### config.mk
export PLATFORM = sky130hd
export DESIGN_NAME = c3wfk_front_flat
export DESIGN_NICKNAME = d
export VERILOG_FILES = /design/src/design/c3wfk_pkg.sv /design/src/design/c3wfk_if.sv /design/src/design/c3wfk_front.sv /design/src/flat_wrapper.sv
export SDC_FILE = /design/constraint.sdc
export NUM_CORES = 1
export LEC_CHECK = 0
export ABC_AREA = 0
export ABC_CLOCK_PERIOD_IN_PS = 1500
export BUFFER_PORTS_ARGS = -buffer_cell sky130_fd_sc_hd__buf_4
export CORE_MARGIN = 5
export CORE_UTILIZATION = 30
export DETAILED_ROUTE_END_ITERATION = 8
export GPL_ROUTABILITY_DRIVEN = 0
export PLACE_DENSITY = 0.74
export SYNTH_ARGS = -nofsm -noshare
export SYNTH_HDL_FRONTEND = slang
export SYNTH_SLANG_ARGS = --single-unit
### constraint.sdc
create_clock -name clk -period 1.5 [get_ports clk]
set_input_delay 0.075 -clock clk [delete_from_list [all_inputs] [get_ports clk]]
set_output_delay 0.075 -clock clk [all_outputs]
set_load 0.02 [all_outputs]
### src/design/c3wfk_pkg.sv
package c3wfk_pkg;

	localparam int unsigned IMAGE_SIZE_DEF = 1024;
	localparam int unsigned COORD_W        = 10;
	localparam int unsigned PIXEL_W        = 8;
	localparam int unsigned VALUE_W        = 13;
	localparam int unsigned SEL_W          = 3;
	localparam int unsigned WEIGHT_W       = 4;
	localparam int unsigned KERNEL_COUNT   = 5;
	localparam int unsigned QUEUE_DEPTH    = 4;
	localparam int unsigned CFG_ADDR_W     = 3;
	localparam int unsigned CFG_DATA_W     = 32;

	localparam logic [0:0] REG_KERNEL_SELECT = 1'b0;

	typedef enum logic {
		KIND_LOAD    = 1'b0,
		KIND_COMPUTE = 1'b1
	} kind_t;

	typedef enum logic [1:0] {
		BK_IDLE,
		BK_READ,
		BK_LAST,
		BK_EMIT
	} back_state_t;

	typedef struct packed {
		kind_t                kind;
		logic [COORD_W-1:0]   row_in;
		logic [COORD_W-1:0]   col_in;
		logic [COORD_W-1:0]   r;
		logic [COORD_W-1:0]   c;
		logic [PIXEL_W-1:0]   pixel;
	} job_t;

	typedef logic signed [WEIGHT_W-1:0] weight_t;

	localparam weight_t KERNEL_TAB [KERNEL_COUNT][3][3] = '{
		'{'{ 4'sd0, -4'sd1,  4'sd0}, '{-4'sd1,  4'sd5,  4'sd1}, '{ 4'sd0, -4'sd1,  4'sd0}},
		'{'{ 4'sd0,  4'sd0,  4'sd0}, '{-4'sd1,  4'sd1,  4'sd0}, '{ 4'sd0,  4'sd0,  4'sd0}},
		'{'{ 4'sd0,  4'sd1,  4'sd0}, '{ 4'sd1, -4'sd4,  4'sd1}, '{ 4'sd0,  4'sd1,  4'sd0}},
		'{'{-4'sd1,  4'sd0,  4'sd1}, '{-4'sd2,  4'sd0,  4'sd2}, '{-4'sd1,  4'sd0,  4'sd1}},
		'{'{ 4'sd1, -4'sd2,  4'sd1}, '{-4'sd2,  4'sd5, -4'sd2}, '{ 4'sd1, -4'sd2,  4'sd1}}
	};

	// codes above the last kernel fall back to sharpen
	function automatic weight_t kernel_weight(logic [SEL_W-1:0] sel, logic [1:0] a,
			logic [1:0] b);
		logic [SEL_W-1:0] s;
		weight_t          w;
		s = (sel > SEL_W'(KERNEL_COUNT - 1)) ? SEL_W'(KERNEL_COUNT - 1) : sel;
		w = '0;
		if (a != 2'd3 && b != 2'd3) begin
			w = KERNEL_TAB[s][a][b];
		end
		return w;
	endfunction

endpackage

### src/design/c3wfk_if.sv
interface c3wfk_req_if;
	logic                                 valid;
	logic                                 ready;
	logic [0:0]                           kind;
	logic [c3wfk_pkg::COORD_W-1:0]        row;
	logic [c3wfk_pkg::COORD_W-1:0]        col;
	logic [c3wfk_pkg::PIXEL_W-1:0]        pixel;

	modport source (output valid, kind, row, col, pixel, input ready);
	modport sink   (input valid, kind, row, col, pixel, output ready);
endinterface


### src/design/c3wfk_front.sv
module c3wfk_front #(
	parameter int unsigned IMAGE_SIZE = c3wfk_pkg::IMAGE_SIZE_DEF
) (
	input  logic              clk,
	input  logic              arst_n,
	c3wfk_req_if.sink         req,
	output c3wfk_pkg::job_t   push_job,
	output logic              push_valid,
	input  logic              push_ready
);

	localparam int unsigned CW          = c3wfk_pkg::COORD_W;
	localparam int unsigned RECIP_SHIFT = 20;
	localparam int unsigned RECIP       = (1 << RECIP_SHIFT) / IMAGE_SIZE;
	localparam int unsigned PROD_W      = 32;
	localparam int unsigned DIFF_W      = 24;

	logic                  v_s1;
	c3wfk_pkg::job_t       job_s1;
	logic [CW-1:0]         qr_s1;
	logic [CW-1:0]         qc_s1;
	logic                  advance;
	logic [PROD_W-1:0]     prod_r;
	logic [PROD_W-1:0]     prod_c;

	// remainder from an estimated quotient that may be one short
	function automatic logic [CW-1:0] wrap_coord(logic [CW-1:0] v, logic [CW-1:0] q);
		logic [DIFF_W-1:0] diff;
		diff = DIFF_W'(v) - DIFF_W'(q) * DIFF_W'(IMAGE_SIZE);
		if (diff >= DIFF_W'(IMAGE_SIZE)) begin
			diff = diff - DIFF_W'(IMAGE_SIZE);
		end
		return diff[CW-1:0];
	endfunction

	assign advance   = !v_s1 || push_ready;
	assign req.ready = advance;

	assign prod_r = PROD_W'(req.row) * PROD_W'(RECIP);
	assign prod_c = PROD_W'(req.col) * PROD_W'(RECIP);

	always_ff @(posedge clk or negedge arst_n) begin
		if (!arst_n) begin
			v_s1 <= 1'b0;
		end else if (advance) begin
			v_s1 <= req.valid;
		end
	end

	always_ff @(posedge clk) begin
		if (advance && req.valid) begin
			job_s1.kind   <= c3wfk_pkg::kind_t'(req.kind);
			job_s1.row_in <= req.row;
			job_s1.col_in <= req.col;
			job_s1.r      <= '0;
			job_s1.c      <= '0;
			job_s1.pixel  <= req.pixel;
			qr_s1         <= CW'(prod_r >> RECIP_SHIFT);
			qc_s1         <= CW'(prod_c >> RECIP_SHIFT);
		end
	end

	always_comb begin
		push_job   = job_s1;
		push_job.r = wrap_coord(job_s1.row_in, qr_s1);
		push_job.c = wrap_coord(job_s1.col_in, qc_s1);
	end

	assign push_valid = v_s1;

endmodule

### src/flat_wrapper.sv
// flat-port wrapper written by rule: the top's interface ports become plain ports
module c3wfk_front_flat 
#(
	parameter int unsigned IMAGE_SIZE = c3wfk_pkg::IMAGE_SIZE_DEF
)
  (clk, arst_n, push_job, push_valid, push_ready, req_valid, req_kind, req_row, req_col, req_pixel, req_ready);
  c3wfk_req_if req_i ();
  input  logic clk;
  input  logic arst_n;
  output c3wfk_pkg::job_t push_job;
  output logic push_valid;
  input  logic push_ready;
  input wire logic [$bits(req_i.valid)-1:0] req_valid;
  input wire logic [$bits(req_i.kind)-1:0] req_kind;
  input wire logic [$bits(req_i.row)-1:0] req_row;
  input wire logic [$bits(req_i.col)-1:0] req_col;
  input wire logic [$bits(req_i.pixel)-1:0] req_pixel;
  output wire logic [$bits(req_i.ready)-1:0] req_ready;
  assign req_i.valid = req_valid;
  assign req_i.kind = req_kind;
  assign req_i.row = req_row;
  assign req_i.col = req_col;
  assign req_i.pixel = req_pixel;
  assign req_ready = req_i.ready;
  c3wfk_front #(.IMAGE_SIZE(IMAGE_SIZE)) u_core (.clk(clk), .arst_n(arst_n), .req(req_i), .push_job(push_job), .push_valid(push_valid), .push_ready(push_ready));
endmodule
==> metrics <==
Top Ports=84; Die Footprint=4880 um^2; Die X=between 60 and 70 um; number of failing hold endpoints at the final stage=0; Mapped Area=1070 um^2; status=complete, no violations; Yosys reg bits=30; vias per cell=3.84; ant diodes=0; DRT Pass-1 Iters=4; final slew viol count=0; Setup WS post-layout=0.285 ns; layout cells sized above 1=0.581; total CTS buffers=5; CTS tree=yes; worst endpoint required time=1.47 ns; Pwr Total=0.00177 W; initial drt markers=31; area grow syn2layout=82.8%; Buf/Inv on CP=0; CTS clk-pin slew, worst paths=approximately 0.080 ns; crit-path leading delay family=simple AND/OR/NAND/NOR gates; worst-margin pin slew=roughly 0.37 ns; vias in the first global route=roughly 840; nets=187; crit end category=flop; clock latency on the worst-skew pair=0.31 ns; Pleak=around 0.86 nW; P per Cell Area=between 900 and 1000 nW/um^2; TNS Setup=0 ns; total track usage=0.109; Die Y=69.9 um; DR vias=771; Arr. time, crit path=around 1.2 ns; fin crit share=0.810; Crit path largest cell delay=0.41 ns; non-filler instance count after layout=201; warnings from Yosys=0; Critical Path, Cell by Cell=nand2b_4, and2_4; post-CTS setup buffers=0; cts hold-fix bufs=31; Routed WL per cell=about 13 um; Slew headroom=0.755; Rows=21; clock root cell=clkbuf_4; CTS max path bufs=2; syn_nets=86; overflow left after global routing=0; Slowest cell on crit path=dfrtp_1; drt total wl=between 2 and 3 mm; Post-Syn Instances=53; Min-Delay Path Class=primary input to flop; largest net degree at the start of global routing=30; critical path launch point type=flop; count of cell types in the netlist=6; Clock Sinks=30; first-pass GRT wire length=around 4.1 mm; RSZ-0062 raised after global routing=false; Seq/Total Area, Yosys=0.834; core box area=3390 um^2; initial antenna violation count=0; initial core utilization=0.317; # Max-Cap Violations=0; Setup Crit Path Kind=flop to flop; Fmax=a little over 800 MHz; Post-Route Skew=0.0135 ns; Mapped Avg Cell Area=20.3 um^2; CTS-repair resized insts=0; antenna-violating nets left=0; # placed instances=162; Place WS=0.273 ns; final core occ=0.580; peak supply drop=0.452 mV; CTS HTree Levels=2; I/O Buffers=83; minimum clock period=1.22 ns; DRC errors left=0; HPWL Detailed=around 1.8 mm; final setup fails=0; crit-path max FO=29
==> power breakdown <==
group          leakage [nW]  internal [W]  switching [W]
Sequential            0.287      0.000974      0.0000197
Combinational         0.544      0.000197       0.000166
Clock                0.0277      0.000167       0.000247
==> flip-flops by register name, summed over array words and instances, names as in the netlist <==
| name | flops |
|---|---|
| u_core.push_job | 29 |
| u_core.push_valid | 1 |
==> Yosys cell counts <==
| library cell | instances | area, um^2 |
|---|---|---|
| and2_4 | 1 | 8.76 |
| buf_4 | 20 | 150 |
| dfrtp_1 | 1 | 25.0 |
| edfxtp_1 | 29 | 871 |
| nand2b_1 | 1 | 6.26 |
| nand2b_4 | 1 | 13.8 |
==> layer usage <==
metal / vias up / global-route usage / wire length (um)
met1: 345 / 0.0956 / 773
met5: - / 0 / 0
li1: 371 / - / -
met4: 0 / 0.0511 / 39
met3: 4 / 0.0560 / 302
met2: 51 / 0.203 / 1460
==> layout by cell type (no fill, tap or decap), drive strengths merged <==
master,instances
buf,83
dlygate4sd3,31
edfxtp,29
clkbuf,5
clkinv,3
nand2b,2
and2,1
dfrtp,1
==> cell type report <==
| type | instances | area, um^2 |
|---|---|---|
| clock buffers | 5 | 37.5 |
| clock inverters | 3 | 11.3 |
| fillers | 266 | 1430 |
| multi-input cells | 3 | 28.8 |
| flip-flops and latches | 30 | 896 |
| well taps | 46 | 57.6 |
| repair buffers | 114 | 933 |
==> through the flow <==
step / hold slack (ns) / cell area [um^2]
3_5_place_dp: -0.148 / 1610
2_1_floorplan: -0.221 / 1070
3_3_place_gp: -0.148 / 1610
4_1_cts: 0.0227 / 1960
6_report: 0.0421 / 1960
5_1_grt: 0.0319 / 1960
==> final timing paths <==
kind | from | end | slack, ns | cells after the start
worst max-delay path | u_core.push_valid | u_core.push_job[28] | 0.28 | 2
worst min-delay path | push_ready | u_core.push_valid | 0.04 | 3
worst max register to register | u_core.push_valid | u_core.push_job[28] | 0.28 | 2
worst min register to register | u_core.push_valid | u_core.push_valid | 0.55 | 2
max in group asynchronous | arst_n | u_core.push_valid | 1.34 | 2
min in group asynchronous | arst_n | u_core.push_valid | 0.08 | 2
==> worst reg2reg max path, stage by stage (launching register included) <==
cell and delay (ns):
dfrtp_1 0.41, nand2b_4 0.08, and2_4 0.38
==> logic make-up after synthesis <==
group         share of synthesized area
buf+inv                           0.140
flops                             0.834
simple gates                     0.0268
Note: power is estimated with default switching activity, not from simulation.
