File: config.mk
export PLATFORM = sky130hd
export DESIGN_NAME = c3wfk_queue
export DESIGN_NICKNAME = d
export VERILOG_FILES = /design/src/design/c3wfk_pkg.sv /design/src/design/c3wfk_queue.sv
export SDC_FILE = /design/constraint.sdc
export NUM_CORES = 1
export LEC_CHECK = 0
export BUFFER_PORTS_ARGS = -buffer_cell sky130_fd_sc_hd__buf_2
export CORE_ASPECT_RATIO = 1.75
export CORE_MARGIN = 1
export CORE_UTILIZATION = 51
export CTS_BUF_LIST = sky130_fd_sc_hd__clkbuf_16
export CTS_CLUSTER_DIAMETER = 120
export DETAILED_ROUTE_END_ITERATION = 8
export PLACE_DENSITY_LB_ADDON = 0.3
export SETUP_SLACK_MARGIN = 0.4
export SLEW_MARGIN = 40
export SYNTH_ARGS = -nofsm -noshare
export SYNTH_HDL_FRONTEND = slang
export SYNTH_SLANG_ARGS = --single-unit
File: constraint.sdc
create_clock -name clk -period 2.4 [get_ports clk]
set_input_delay 0.24 -clock clk [delete_from_list [all_inputs] [get_ports clk]]
set_output_delay 0.24 -clock clk [all_outputs]
set_load 0.05 [all_outputs]
File: src/design/c3wfk_pkg.sv
package c3wfk_pkg;

	localparam int unsigned IMAGE_SIZE_DEF = 1024;
	localparam int unsigned COORD_W        = 10;
	localparam int unsigned PIXEL_W        = 8;
	localparam int unsigned VALUE_W        = 13;
	localparam int unsigned SEL_W          = 3;
	localparam int unsigned WEIGHT_W       = 4;
	localparam int unsigned KERNEL_COUNT   = 5;
	localparam int unsigned QUEUE_DEPTH    = 4;
	localparam int unsigned CFG_ADDR_W     = 3;
	localparam int unsigned CFG_DATA_W     = 32;

	localparam logic [0:0] REG_KERNEL_SELECT = 1'b0;

	typedef enum logic {
		KIND_LOAD    = 1'b0,
		KIND_COMPUTE = 1'b1
	} kind_t;

	typedef enum logic [1:0] {
		BK_IDLE,
		BK_READ,
		BK_LAST,
		BK_EMIT
	} back_state_t;

	typedef struct packed {
		kind_t                kind;
		logic [COORD_W-1:0]   row_in;
		logic [COORD_W-1:0]   col_in;
		logic [COORD_W-1:0]   r;
		logic [COORD_W-1:0]   c;
		logic [PIXEL_W-1:0]   pixel;
	} job_t;

	typedef logic signed [WEIGHT_W-1:0] weight_t;

	localparam weight_t KERNEL_TAB [KERNEL_COUNT][3][3] = '{
		'{'{ 4'sd0, -4'sd1,  4'sd0}, '{-4'sd1,  4'sd5,  4'sd1}, '{ 4'sd0, -4'sd1,  4'sd0}},
		'{'{ 4'sd0,  4'sd0,  4'sd0}, '{-4'sd1,  4'sd1,  4'sd0}, '{ 4'sd0,  4'sd0,  4'sd0}},
		'{'{ 4'sd0,  4'sd1,  4'sd0}, '{ 4'sd1, -4'sd4,  4'sd1}, '{ 4'sd0,  4'sd1,  4'sd0}},
		'{'{-4'sd1,  4'sd0,  4'sd1}, '{-4'sd2,  4'sd0,  4'sd2}, '{-4'sd1,  4'sd0,  4'sd1}},
		'{'{ 4'sd1, -4'sd2,  4'sd1}, '{-4'sd2,  4'sd5, -4'sd2}, '{ 4'sd1, -4'sd2,  4'sd1}}
	};

	// codes above the last kernel fall back to sharpen
	function automatic weight_t kernel_weight(logic [SEL_W-1:0] sel, logic [1:0] a,
			logic [1:0] b);
		logic [SEL_W-1:0] s;
		weight_t          w;
		s = (sel > SEL_W'(KERNEL_COUNT - 1)) ? SEL_W'(KERNEL_COUNT - 1) : sel;
		w = '0;
		if (a != 2'd3 && b != 2'd3) begin
			w = KERNEL_TAB[s][a][b];
		end
		return w;
	endfunction

endpackage

File: src/design/c3wfk_queue.sv
module c3wfk_queue (
	input  logic              clk,
	input  logic              arst_n,
	input  c3wfk_pkg::job_t   push_job,
	input  logic              push_valid,
	output logic              push_ready,
	output c3wfk_pkg::job_t   pop_job,
	output logic              pop_valid,
	input  logic              pop_ready
);

	localparam int unsigned DEPTH = c3wfk_pkg::QUEUE_DEPTH;
	localparam int unsigned PTR_W = $clog2(DEPTH);
	localparam int unsigned CNT_W = $clog2(DEPTH + 1);

	c3wfk_pkg::job_t   slot_q [DEPTH];
	logic [PTR_W-1:0]  wr_ptr_q;
	logic [PTR_W-1:0]  rd_ptr_q;
	logic [CNT_W-1:0]  count_q;
	logic              do_push;
	logic              do_pop;

	assign push_ready = (count_q != CNT_W'(DEPTH));
	assign pop_valid  = (count_q != '0);
	assign pop_job    = slot_q[rd_ptr_q];
	assign do_push    = push_valid && push_ready;
	assign do_pop     = pop_valid && pop_ready;

	always_ff @(posedge clk or negedge arst_n) begin
		if (!arst_n) begin
			wr_ptr_q <= '0;
			rd_ptr_q <= '0;
			count_q  <= '0;
		end else begin
			if (do_push) begin
				wr_ptr_q <= (wr_ptr_q == PTR_W'(DEPTH - 1)) ? '0 : wr_ptr_q + 1'b1;
			end
			if (do_pop) begin
				rd_ptr_q <= (rd_ptr_q == PTR_W'(DEPTH - 1)) ? '0 : rd_ptr_q + 1'b1;
			end
			if (do_push && !do_pop) begin
				count_q <= count_q + 1'b1;
			end else if (do_pop && !do_push) begin
				count_q <= count_q - 1'b1;
			end
		end
	end

	always_ff @(posedge clk) begin
		if (do_push) begin
			slot_q[wr_ptr_q] <= push_job;
		end
	end

endmodule

==> results of run 1 <==
[power breakdown]
| part | total (uW) | switching (uW) | internal, uW |
|---|---|---|---|
| sequential | 4940 | 247 | 4700 |
| combinational | 6260 | 3670 | 2590 |
| clock | 2840 | 1190 | 1650 |
[final timing paths]
path | from | endpoint | slack, ns | depth (start not counted)
setup / recovery | rd_ptr_q[0] | pop_job[42] | 0.23 | 4
hold / removal | arst_n | wr_ptr_q[1] | 0.13 | 2
setup reg to reg | count_q[0] | count_q[2] | 0.44 | 8
hold reg to reg | count_q[0] | count_q[0] | 0.50 | 1
max in group asynchronous | arst_n | rd_ptr_q[0] | 2.08 | 2
min in group clk | pop_ready | count_q[0] | 0.18 | 4
[flip-flops by register name (all words and copies together), names as in the netlist]
| name | count |
|---|---|
| wr_ptr_q | 2 |
| slot_q | 196 |
| count_q | 3 |
| rd_ptr_q | 2 |
[worst reg2reg max path, cell delays in order, from the launching register on]
cell	delay, ns
dfrtp_2	0.43
or3_4	0.41
nand2_4	0.09
ha_4	0.13
inv_1	0.05
fa_2	0.33
xor2_1	0.16
nor2_1	0.11
xor2_1	0.16
[cell usage in the layout, fill, tap and decap left out, types with 2 or more instances in the layout]
master / count
inv_1: 5
nor2_1: 4
dfrtp_1: 3
buf_16: 2
dfrtp_4: 2
clkinv_2: 4
clkinv_1: 2
xor2_1: 2
clkbuf_16: 21
buf_8: 2
buf_4: 16
mux2_2: 5
buf_6: 43
dfrtp_2: 2
buf_12: 6
ha_1: 5
edfxtp_1: 196
and2_2: 4
buf_2: 61
dlygate4sd3_1: 50
bufinv_16: 2
clkinvlp_4: 2
mux4_2: 49
[synthesized netlist by cell type]
master and n:
a21boi_2 1, and2_1 4, buf_12 5, buf_2 5
buf_6 1, clkbuf_1 1, dfrtp_1 7, edfxtp_1 196
fa_1 1, ha_1 6, inv_1 3, mux2_2 5
mux4_1 1, mux4_2 48, nand2_1 1, nand2_2 1
nor2_1 4, or3_4 1, xnor2_1 1, xor2_1 2
[area by class of cell]
cell class	count	area (sq um)
sequential	203	6071
fill	889	4497
timing repair buffer	182	1665
multi-input combinational	76	1386
clock buffer	19	475.5
tap	180	225.2
clock inverter	12	110.1
inverter	3	11.26
[cell families (layout without fill, tap and decap cells)]
group / after synthesis / after routing
XOR/XNOR: 3 / 3
multiplexers: 54 / 54
adder cells (fa/ha/maj): 7 / 7
AO/OA/AOI/OAI: 1 / 1
flip-flops: 203 / 203
AND/OR/NAND/NOR: 11 / 11
buffers and inverters: 15 / 216
[repair_timing]
item	4_1_cts	5_1_grt
hold buffers	50	0
setup buffers	9	4
setup endpoints to repair	49	105
endpoints found under the hold margin	203	0
pin swaps	0	5
resized for setup	89	6
cloned	2	2
[per-stage QoR]
step	total power, uW	std cells
finish	14040	675
global route	14580	675
CTS	14000	669
detailed placement	10100	577
global placement	10020	577
floorplan	9012	294
[layer usage]
| metal | track usage | vias up | share of wire |
|---|---|---|---|
| met5 | 0 | - | 0 |
| met4 | 0.07273 | 0 | 0.028 |
| met3 | 0.02886 | 25 | 0.032 |
| met2 | 0.3354 | 86 | 0.55 |
| met1 | 0.2338 | 1886 | 0.39 |
| li1 | - | 1631 | - |
==> out/metrics.cfg, run 1 <==
[run_status]
status = finished, final reports clean

[timing]
maxSlewHeadroom = 0.6993
fin_ws_ns = 0.2276
drv_slew = 0
finalWorstPathRequiredPeriod_ns = 2.172
finalClockSkew_ns = 0.007799
setup_violations = 0
rsz0062_at_grt = yes
hold_viol = 0
max_freq_mhz = 460.3
tns_ns = 0
fin_hold_ws_ns = 0.1267
tightest_slew_ns = 0.4510
finalCritPeriodShare = 0.9052

[synth]
synth_warnings = 0
synth_largest_area_cell = edfxtp_1
synth_top_family_by_area = multiplexers
ys_seq_elements = 203
synthAdderAreaFrac = 0.01256
synthSimpleGateAreaFrac = 0.008099
syn_area_sq_um = 7570
synthCells = 294
syn-num-nets = 354
ys_seq_area_frac = 0.8007
avgSynthCellArea_sq_um = 25.75
synth_cell_types = 20
yosysTopAreaCellShare = 0.7775
synth_compound_area_frac = 0.001488
synthXorXnorAreaFrac = 0.003471
synth_area_leaders = edfxtp_1 (78%), mux4_2 (14%), dfrtp_1 (2.3%)
synthMuxAreaShare = 0.1537

[route]
drt-vias-per-instance = 5.375
drt-pass1-iter-count = 4
routed_wl_um = 13980
wl_per_cell_um = 20.71
antenna_left = 0
drc = 0
drtIter0Drc = 169
num_vias = 3628

[setup_path]
cp_top_family = flip-flops
worstSetupPathType = flop to primary output
critPathMaxStageDelay_ns = 0.53
cp.arrival_ns = 1.93
setup.worst_path.end_class = primary output
crit_chain = buf_4 > buf_4 > mux4_2 > buf_6
path_common_cell = buf_4
startpoint_type = flop
required_ns = 2.16
crit_path_max_fanout = 6
cp_num_buf_inv = 3
crit_path_top_delay_cell = dfrtp_4

[floorplan]
rows = 58
initial_utilization = 0.5242
die_w_um = 94.10
dieHeight_um = 163.2
die-area_sq_um = 15350
core-area_sq_um = 14440
io_pins = 104

[min_path]
hold_class = input pin to asynchronous set/reset pin

[clock_tree]
cts_sinks = 203
cts_max_level = 1
clk_path_buf_depth = 3
clk_latency_ns = 0.48
cts_tree = yes
numCtsBuffers = 18
clock-root-buffer = clkbuf_16
clk_pin_slew_ns = 0.06

[layout]
drive_gt1_frac = 0.4566
fin_nets = 544
fin_area_sq_um = 9945
syn_to_final_growth_pct = 31.37
antenna_cells = 0
finish.utilization = 0.6886

[pwr]
p_leak_uw = 0.003516
vdd_drop_max_v = 0.0009894
powerDensity_nw_per_um2 = 1412

[global_route]
grt_start_max_net_pins = 34
grt_pass1_vias = 4030
grt_remaining_overflow = 0
antenna_found_initial = 0
grt_first_pass_wirelength_um = 21340
grt_usage = 0.1901

[flow_run]
cap_violations = 0

[place]
dp_slack_ns = 0.4275
dp_hpwl_um = 7932
dpl_cell_area_sq_um = 8353
gp_congestion = 0.6800
portBuffers = 103

Note: power is estimated with default switching activity, not from simulation.
==> run 2: changes to the inputs <==
--- a/config.mk
+++ b/config.mk
@@ -5,15 +5,16 @@
 export SDC_FILE = /design/constraint.sdc
 export NUM_CORES = 1
 export LEC_CHECK = 0
-export BUFFER_PORTS_ARGS = -buffer_cell sky130_fd_sc_hd__buf_2
+export ABC_AREA = 1
+export BUFFER_PORTS_ARGS = -buffer_cell sky130_fd_sc_hd__buf_4
 export CORE_ASPECT_RATIO = 1.75
 export CORE_MARGIN = 1
-export CORE_UTILIZATION = 51
+export CORE_UTILIZATION = 52
 export CTS_BUF_LIST = sky130_fd_sc_hd__clkbuf_16
 export CTS_CLUSTER_DIAMETER = 120
 export DETAILED_ROUTE_END_ITERATION = 8
 export PLACE_DENSITY_LB_ADDON = 0.3
-export SETUP_SLACK_MARGIN = 0.4
+export SETUP_SLACK_MARGIN = 0.1
 export SLEW_MARGIN = 40
 export SYNTH_ARGS = -nofsm -noshare
 export SYNTH_HDL_FRONTEND = slang
==> run 2 against run 1 <==
Worst setup slack better by 0.018 ns. Critical path depth is 1 higher. Final cell count is 47% higher. Non-clock buffer count is 10 lower. Largest cell class unchanged. Largest power group unchanged. Highest routed layer unchanged.
==> out/metrics.cfg, run 2 <==
[run_status]
status = finished, final reports clean

[timing]
finalClockSkew_ns = 0.01423  ; +0.006428 ns
setup_violations = 0  ; unchanged
finalWorstPathRequiredPeriod_ns = 2.155  ; -0.01779 ns
maxSlewHeadroom = 0.7439  ; +0.04451
fin_hold_ws_ns = 0.1182  ; -0.008463 ns
rsz0062_at_grt = no
fin_ws_ns = 0.2454  ; +0.01779 ns
hold_viol = 0  ; unchanged
tightest_slew_ns = 0.3842  ; -0.06676 ns
drv_slew = 0  ; unchanged
finalCritPeriodShare = 0.8977  ; -0.007413
tns_ns = 0  ; unchanged
max_freq_mhz = 464.1  ; +0.83%

[setup_path]
cp.arrival_ns = 1.91  ; -0.02 ns
setup.worst_path.end_class = primary output
cp_num_buf_inv = 3  ; unchanged
cp-startpoint = rd_ptr_q[1]
crit_path_top_delay_cell = dfrtp_2
crit_chain = inv_4 > buf_12 > o211ai_1 > nand2_1 > buf_4
startpoint_type = flop
critPathMaxStageDelay_ns = 0.44  ; -0.09 ns
worstSetupPathType = flop to primary output
required_ns = 2.16  ; about the same
crit_path_max_fanout = 24  ; +18
cp_top_family = buffers and inverters
r2r_start = count_q[0]

[synth]
avgSynthCellArea_sq_um = 13.52  ; -48%
syn_area_sq_um = 8529  ; +13%
ys_seq_area_frac = 0.7106  ; -0.09008
synth.most_common_cell = edfxtp_1
synth_flop_cell = edfxtp_1
synth-async-reset-ratio = 0.03448  ; unchanged
synth_cell_types = 20  ; unchanged
yosysTopAreaCellShare = 0.6900  ; -0.08748
synth_area_leaders = edfxtp_1 (69%), o211ai_2 (7.3%), nand2_1 (7.1%)
syn-num-nets = 691  ; +95%
synthCells = 631  ; +110%
synth-edff-count = 196  ; unchanged
synth_warnings = 0  ; unchanged
synthTopCellsByCount = edfxtp_1 (196), nand2_1 (162), inv_1 (109)
synth_largest_area_cell = edfxtp_1
ys_seq_elements = 203  ; unchanged

[pwr]
fin_total_pwr_uw = 14500  ; +3.3%
p_int_uw = 8197  ; -8.2%
vdd_drop_max_v = 0.001196  ; +21%
seq_power_share = 0.341  ; -0.011
power.switching_uw = 6302  ; +23%
pwr-share-comb = 0.477  ; +0.031
swShare = 0.4347  ; +0.07078
p_leak_uw = 0.004294  ; +22%
powerDensity_nw_per_um2 = 1368  ; -3.1%
pwr-share-clk = 0.181  ; -0.021

[global_route]
antenna_found_initial = 1  ; +1
grt_usage = 0.2078  ; +0.01775
grt_start_max_net_pins = 52  ; +53%
grt_pass1_vias = 5323  ; +32%
grt_first_pass_wirelength_um = 26720  ; +25%
grt_remaining_overflow = 0  ; unchanged

[floorplan]
initial_utilization = 0.5347  ; +0.01054
dieHeight_um = 171.4  ; +5.1%
die_w_um = 98.82  ; +5.0%
core-area_sq_um = 15950  ; +10%
rows = 61  ; +5.2%
die-area_sq_um = 16940  ; +10%
io_pins = 104  ; unchanged

[layout]
regMostFlops = slot_q
syn_to_final_growth_pct = 24.29
fin_nets = 850  ; +56%
reg_top3 = slot_q: 196 flops, count_q: 3 flops
fin_area_sq_um = 10600  ; +6.6%
final_common_cell = edfxtp_1
largest_reg_flops = 196  ; unchanged
layout_common_cells = edfxtp_1 (196), nand2_1 (162), inv_1 (111), buf_4 (110), dlygate4sd3_1 (52)
drive_gt1_frac = 0.2538  ; -0.2028

[clock_tree]
clk_latency_ns = 0.48  ; about the same
clock-root-buffer = clkbuf_16
cts_tree = yes
cts_sinks = 203  ; unchanged
ctsResizeCount = 0  ; -100%
numCtsBuffers = 18  ; unchanged
cts_max_level = 1  ; unchanged
clk_pin_slew_ns = 0.06  ; about the same
clk_path_buf_depth = 3  ; unchanged

[route]
drt-pass1-iter-count = 4  ; unchanged
drtIter0Drc = 236  ; +40%
drt-vias-per-instance = 5.194  ; -3.4%
num_vias = 5142  ; +42%
routed_wl_um = 17090  ; +22%
route.met2.wl_um = 9725  ; +27%
drc = 0  ; unchanged
antenna_left = 0  ; unchanged
wl_met3_um = 629  ; +42%
wl_met1_um = 6301  ; +14%
wl_per_cell_um = 17.26  ; -17%
top_layer = met4

[place]
portBuffers = 103  ; unchanged
dp_hpwl_um = 10020  ; +26%
dp_slack_ns = 0.5079  ; +0.08046 ns
dpl_cell_area_sq_um = 9513  ; +14%
gp_congestion = 0.7369  ; +8.4%

[flow_run]
cap_violations = 0  ; unchanged

[min_path]
hold_class = input pin to asynchronous set/reset pin

run 2: cell count changes after synthesis, sizes merged, moves of 7 or more:
| cell | before | now |
|---|---|---|
| o211ai | 0 | 98 |
| nand3 | 0 | 7 |
| mux4 | 49 | 0 |
| inv | 3 | 111 |
| nand2 | 2 | 162 |
| buf | 11 | 33 |
run 2: final cells by class:
type                            instances  area (sq um)
Antenna cell                            1         2.502
Timing Repair Buffer                  172          1545
Multi-Input combinational cell        283          1802
Sequential cell                       203          6066
Inverter                              112         422.9
Clock buffer                           19         475.5
Tap cell                              189         236.5
Clock inverter                         11         51.30
Fill cell                            1130          5350
run 2: layer usage:
metal / track usage / up-vias
li1: - / 2495
met3: 0.02722 / 28
met5: 0 / -
met2: 0.3983 / 104
met1: 0.2285 / 2515
met4: 0.08566 / 0
run 2: cells by family (layout without fill, tap and decap cells):
logic type | Yosys count | in the layout | synth area share
other cells | 0 | 1 | 0
fa+ha+maj | 7 | 7 | 0.01115
xor+xnor | 1 | 1 | 0.001027
compound gates | 99 | 99 | 0.1162
simple gates | 176 | 176 | 0.07877
flops | 203 | 203 | 0.7106
buf+inv | 145 | 314 | 0.08229
run 2: timing repair:
item / 4_1_cts / 5_1_grt
setup endpoints to repair: 33 / 2
setup buffers: 1 / 1
pin swaps: 0 / 0
hold buffers: 52 / 0
cloned: 0 / 0
hold endpoints to repair: 205 / 0
run 2: final timing paths:
kind                                 end  slack [ns]  cells past startpoint
hold / removal               rd_ptr_q[0]        0.12                      2
max in group asynchronous    rd_ptr_q[0]        2.15                      2
setup / recovery             pop_job[11]        0.25                      5
setup reg to reg              count_q[2]        0.50                     11
hold reg to reg               count_q[2]        0.55                      2
min in group clk           slot_q[0][28]        0.50                      2
run 2: stage by stage:
step | std cells | utilization
after global placement | 905 | 0.5964
after floorplan | 631 | -
after CTS | 988 | 0.6637
after global routing | 990 | 0.6646
final | 990 | 0.6646
after detailed placement | 905 | 0.5964
run 2: power by group through the flow:
| stage | clock network (uW) | registers, uW | logic [uW] |
|---|---|---|---|
| floorplan | 0 | 4900 | 5060 |
| global placement | 0 | 5060 | 6580 |
| detailed placement | 0 | 5110 | 6720 |
| CTS | 2670 | 4980 | 6930 |
| global route | 2810 | 5000 | 7370 |
| finish | 2630 | 4950 | 6920 |
==> run 3: changes to the inputs <==
--- a/config.mk
+++ b/config.mk
@@ -9,7 +9,7 @@
 export BUFFER_PORTS_ARGS = -buffer_cell sky130_fd_sc_hd__buf_4
 export CORE_ASPECT_RATIO = 1.75
 export CORE_MARGIN = 1
-export CORE_UTILIZATION = 52
+export CORE_UTILIZATION = 49
 export CTS_BUF_LIST = sky130_fd_sc_hd__clkbuf_16
 export CTS_CLUSTER_DIAMETER = 120
 export DETAILED_ROUTE_END_ITERATION = 8
==> run 3 against run 2 <==
Global-route usage is 1.4 points lower. Wire length is 0.28% higher. Die area is 6.0% higher. Clock power is 9.1% higher. Largest cell class unchanged. Largest power group unchanged.
==> out/metrics.cfg, run 3 (synthesis gave the netlist of run 2 again) <==
[layout]
reg_top3 = slot_q: 196 flops, count_q: 3 flops
filler_cell_count = 1269  ; +12%
antenna_cells = 0  ; -1
seqCellArea_sq_um = 6066  ; unchanged
drive_gt1_frac = 0.2563  ; +0.002500
fin_area_sq_um = 10660  ; +0.57%
final_common_cell = edfxtp_1
multi_input_area_sq_um = 1802  ; unchanged
fin_nets = 848  ; -0.24%
regMostFlops = slot_q
largest_reg_flops = 196  ; unchanged
syn_to_final_growth_pct = 25.00
layout_common_cells = edfxtp_1 (196), nand2_1 (162), buf_4 (112), inv_1 (111)

[timing]
finalClockSkew_ns = 0.008791  ; -0.005436 ns
tightest_slew_ns = 0.5471  ; +0.1629 ns
setup_violations = 0  ; unchanged
tns_ns = 0  ; unchanged
finalCritPeriodShare = 0.9067  ; +0.008951
drv_slew = 0  ; unchanged
rsz0062_at_grt = no
finalWorstPathRequiredPeriod_ns = 2.176  ; +0.02148 ns
max_freq_mhz = 459.5  ; -0.99%
maxSlewHeadroom = 0.6353  ; -0.1086
hold_viol = 0  ; unchanged

[floorplan]
die_w_um = 101.7  ; +3.0%
rows = 63  ; +3.3%
die-area_sq_um = 17960  ; +6.0%
io_pins = 104  ; unchanged
initial_utilization = 0.5033  ; -0.03142
dieHeight_um = 176.5  ; +3.0%
core-area_sq_um = 16950  ; +6.2%

[clock_tree]
clock-root-buffer = clkbuf_16
clk_path_buf_depth = 3  ; unchanged
cts_tree = yes
clk_latency_ns = 0.47  ; about the same
numCtsBuffers = 18  ; unchanged
cts_max_level = 1  ; unchanged
clk_pin_slew_ns = 0.07  ; about the same
cts_sinks = 203  ; unchanged

[place]
gp_congestion = 0.7366  ; about the same
portBuffers = 103  ; unchanged
dpl_cell_area_sq_um = 9523  ; +0.11%
dp_hpwl_um = 10220  ; +2.0%

[route]
drc = 0  ; unchanged
wl_per_cell_um = 16.68  ; -3.3%
route.met2.wl_um = 9851  ; +1.3%
drt-pass1-iter-count = 4  ; unchanged
wl_met3_um = 674  ; +7.2%
drtIter0Drc = 194  ; -18%
antenna_left = 0  ; unchanged
routed_wl_um = 17130  ; +0.28%
wl_met1_um = 6301  ; unchanged
drt-vias-per-instance = 5.045  ; -2.9%
num_vias = 5181  ; +0.76%
top_layer = met4

[setup_path]
r2r-end = count_q[2]
setup.worst_path.end_class = primary output
worstSetupPathType = flop to primary output
crit_path_max_fanout = 31  ; +29%
r2r_start = count_q[1]
endpoint = pop_job[24]
r2r_cells = 12  ; +1
required_ns = 2.16  ; about the same
r2r_slack_ns = 0.39  ; -0.11 ns
cp.arrival_ns = 1.94  ; +0.03 ns
cp-startpoint = rd_ptr_q[1]
startpoint_type = flop

[global_route]
grt_remaining_overflow = 0  ; unchanged
grt_start_max_net_pins = 52  ; unchanged
grt_pass1_vias = 5556  ; +4.4%
antenna_found_initial = 0  ; -1
grt_first_pass_wirelength_um = 26700  ; -0.10%
grt_usage = 0.1941  ; -0.01376

[pwr]
vdd_drop_max_v = 0.001099  ; -8.1%
p_leak_uw = 0.004300  ; +0.13%
powerDensity_nw_per_um2 = 1378  ; +0.78%

[min_path]
hold_class = input pin to flop

[flow_run]
cap_violations = 0  ; unchanged

[run_status]
status = finished, final reports clean

==> run 3: worst min path at each step <==
| stage | start | endpoint | slack (ns) | cells after the start |
|---|---|---|---|---|
| 2_1_floorplan | arst_n | count_q[0] | -0.06 | 0 |
| 3_3_place_gp | arst_n | rd_ptr_q[0] | 0.06 | 1 |
| 3_5_place_dp | arst_n | rd_ptr_q[0] | 0.06 | 1 |
| 4_1_cts | pop_ready | rd_ptr_q[0] | 0.008 | 3 |
| 5_1_grt | push_valid | wr_ptr_q[1] | 0.02 | 3 |
| 6_report | pop_ready | rd_ptr_q[0] | 0.03 | 3 |
==> run 3: power by group <==
group / total, uW / leakage, uW / internal [uW] / switching (uW)
clock: 2870 / 0.000292 / 1660 / 1210
sequential: 4960 / 0.00188 / 4670 / 296
combinational: 6870 / 0.00213 / 2060 / 4810
==> run 3: area by class of cell <==
class                      instances  share of cell area
sequential                       203              0.5689
multi-input combinational        283              0.1690
timing repair buffer             170              0.1399
clock buffer                      19             0.04460
inverter                         112             0.03967
tap                              227             0.02664
clock inverter                    13             0.01127
==> run 3: critical path, cell delays in order, from the launching register on <==
cell and delay [ns]:
dfrtp_2 0.44, inv_4 0.29, buf_12 0.27, o211ai_1 0.14
nand2_1 0.10, buf_4 0.20
==> run 3: per-layer routing <==
layer / up-vias / track usage
met3: 20 / 0.02930
li1: 2493 / -
met1: 2560 / 0.2121
met5: - / 0
met2: 108 / 0.3711
met4: 0 / 0.06522
==> run 3: timing repair <==
action                     4_1_cts  5_1_grt
pin swaps                        0        0
gates resized for setup          1        0
setup endpoints to repair       37        1
hold buffers                    50        0
buffers inserted                 1        1
hold endpoints to repair       203        0
==> run 3: stage by stage <==
step	total power (uW)	hold slack, ns	util	worst slack [ns]	std cells
finish	14700	0.02638	0.6291	0.2239	1027
detailed placement	11770	0.06175	0.5619	0.4428	943
CTS	14770	0.008457	0.6284	0.1898	1026
global placement	11590	0.06036	0.5619	0.5394	943
global route	15380	0.01896	0.6291	0.1476	1027
floorplan	9968	-0.05559	-	0.1238	631
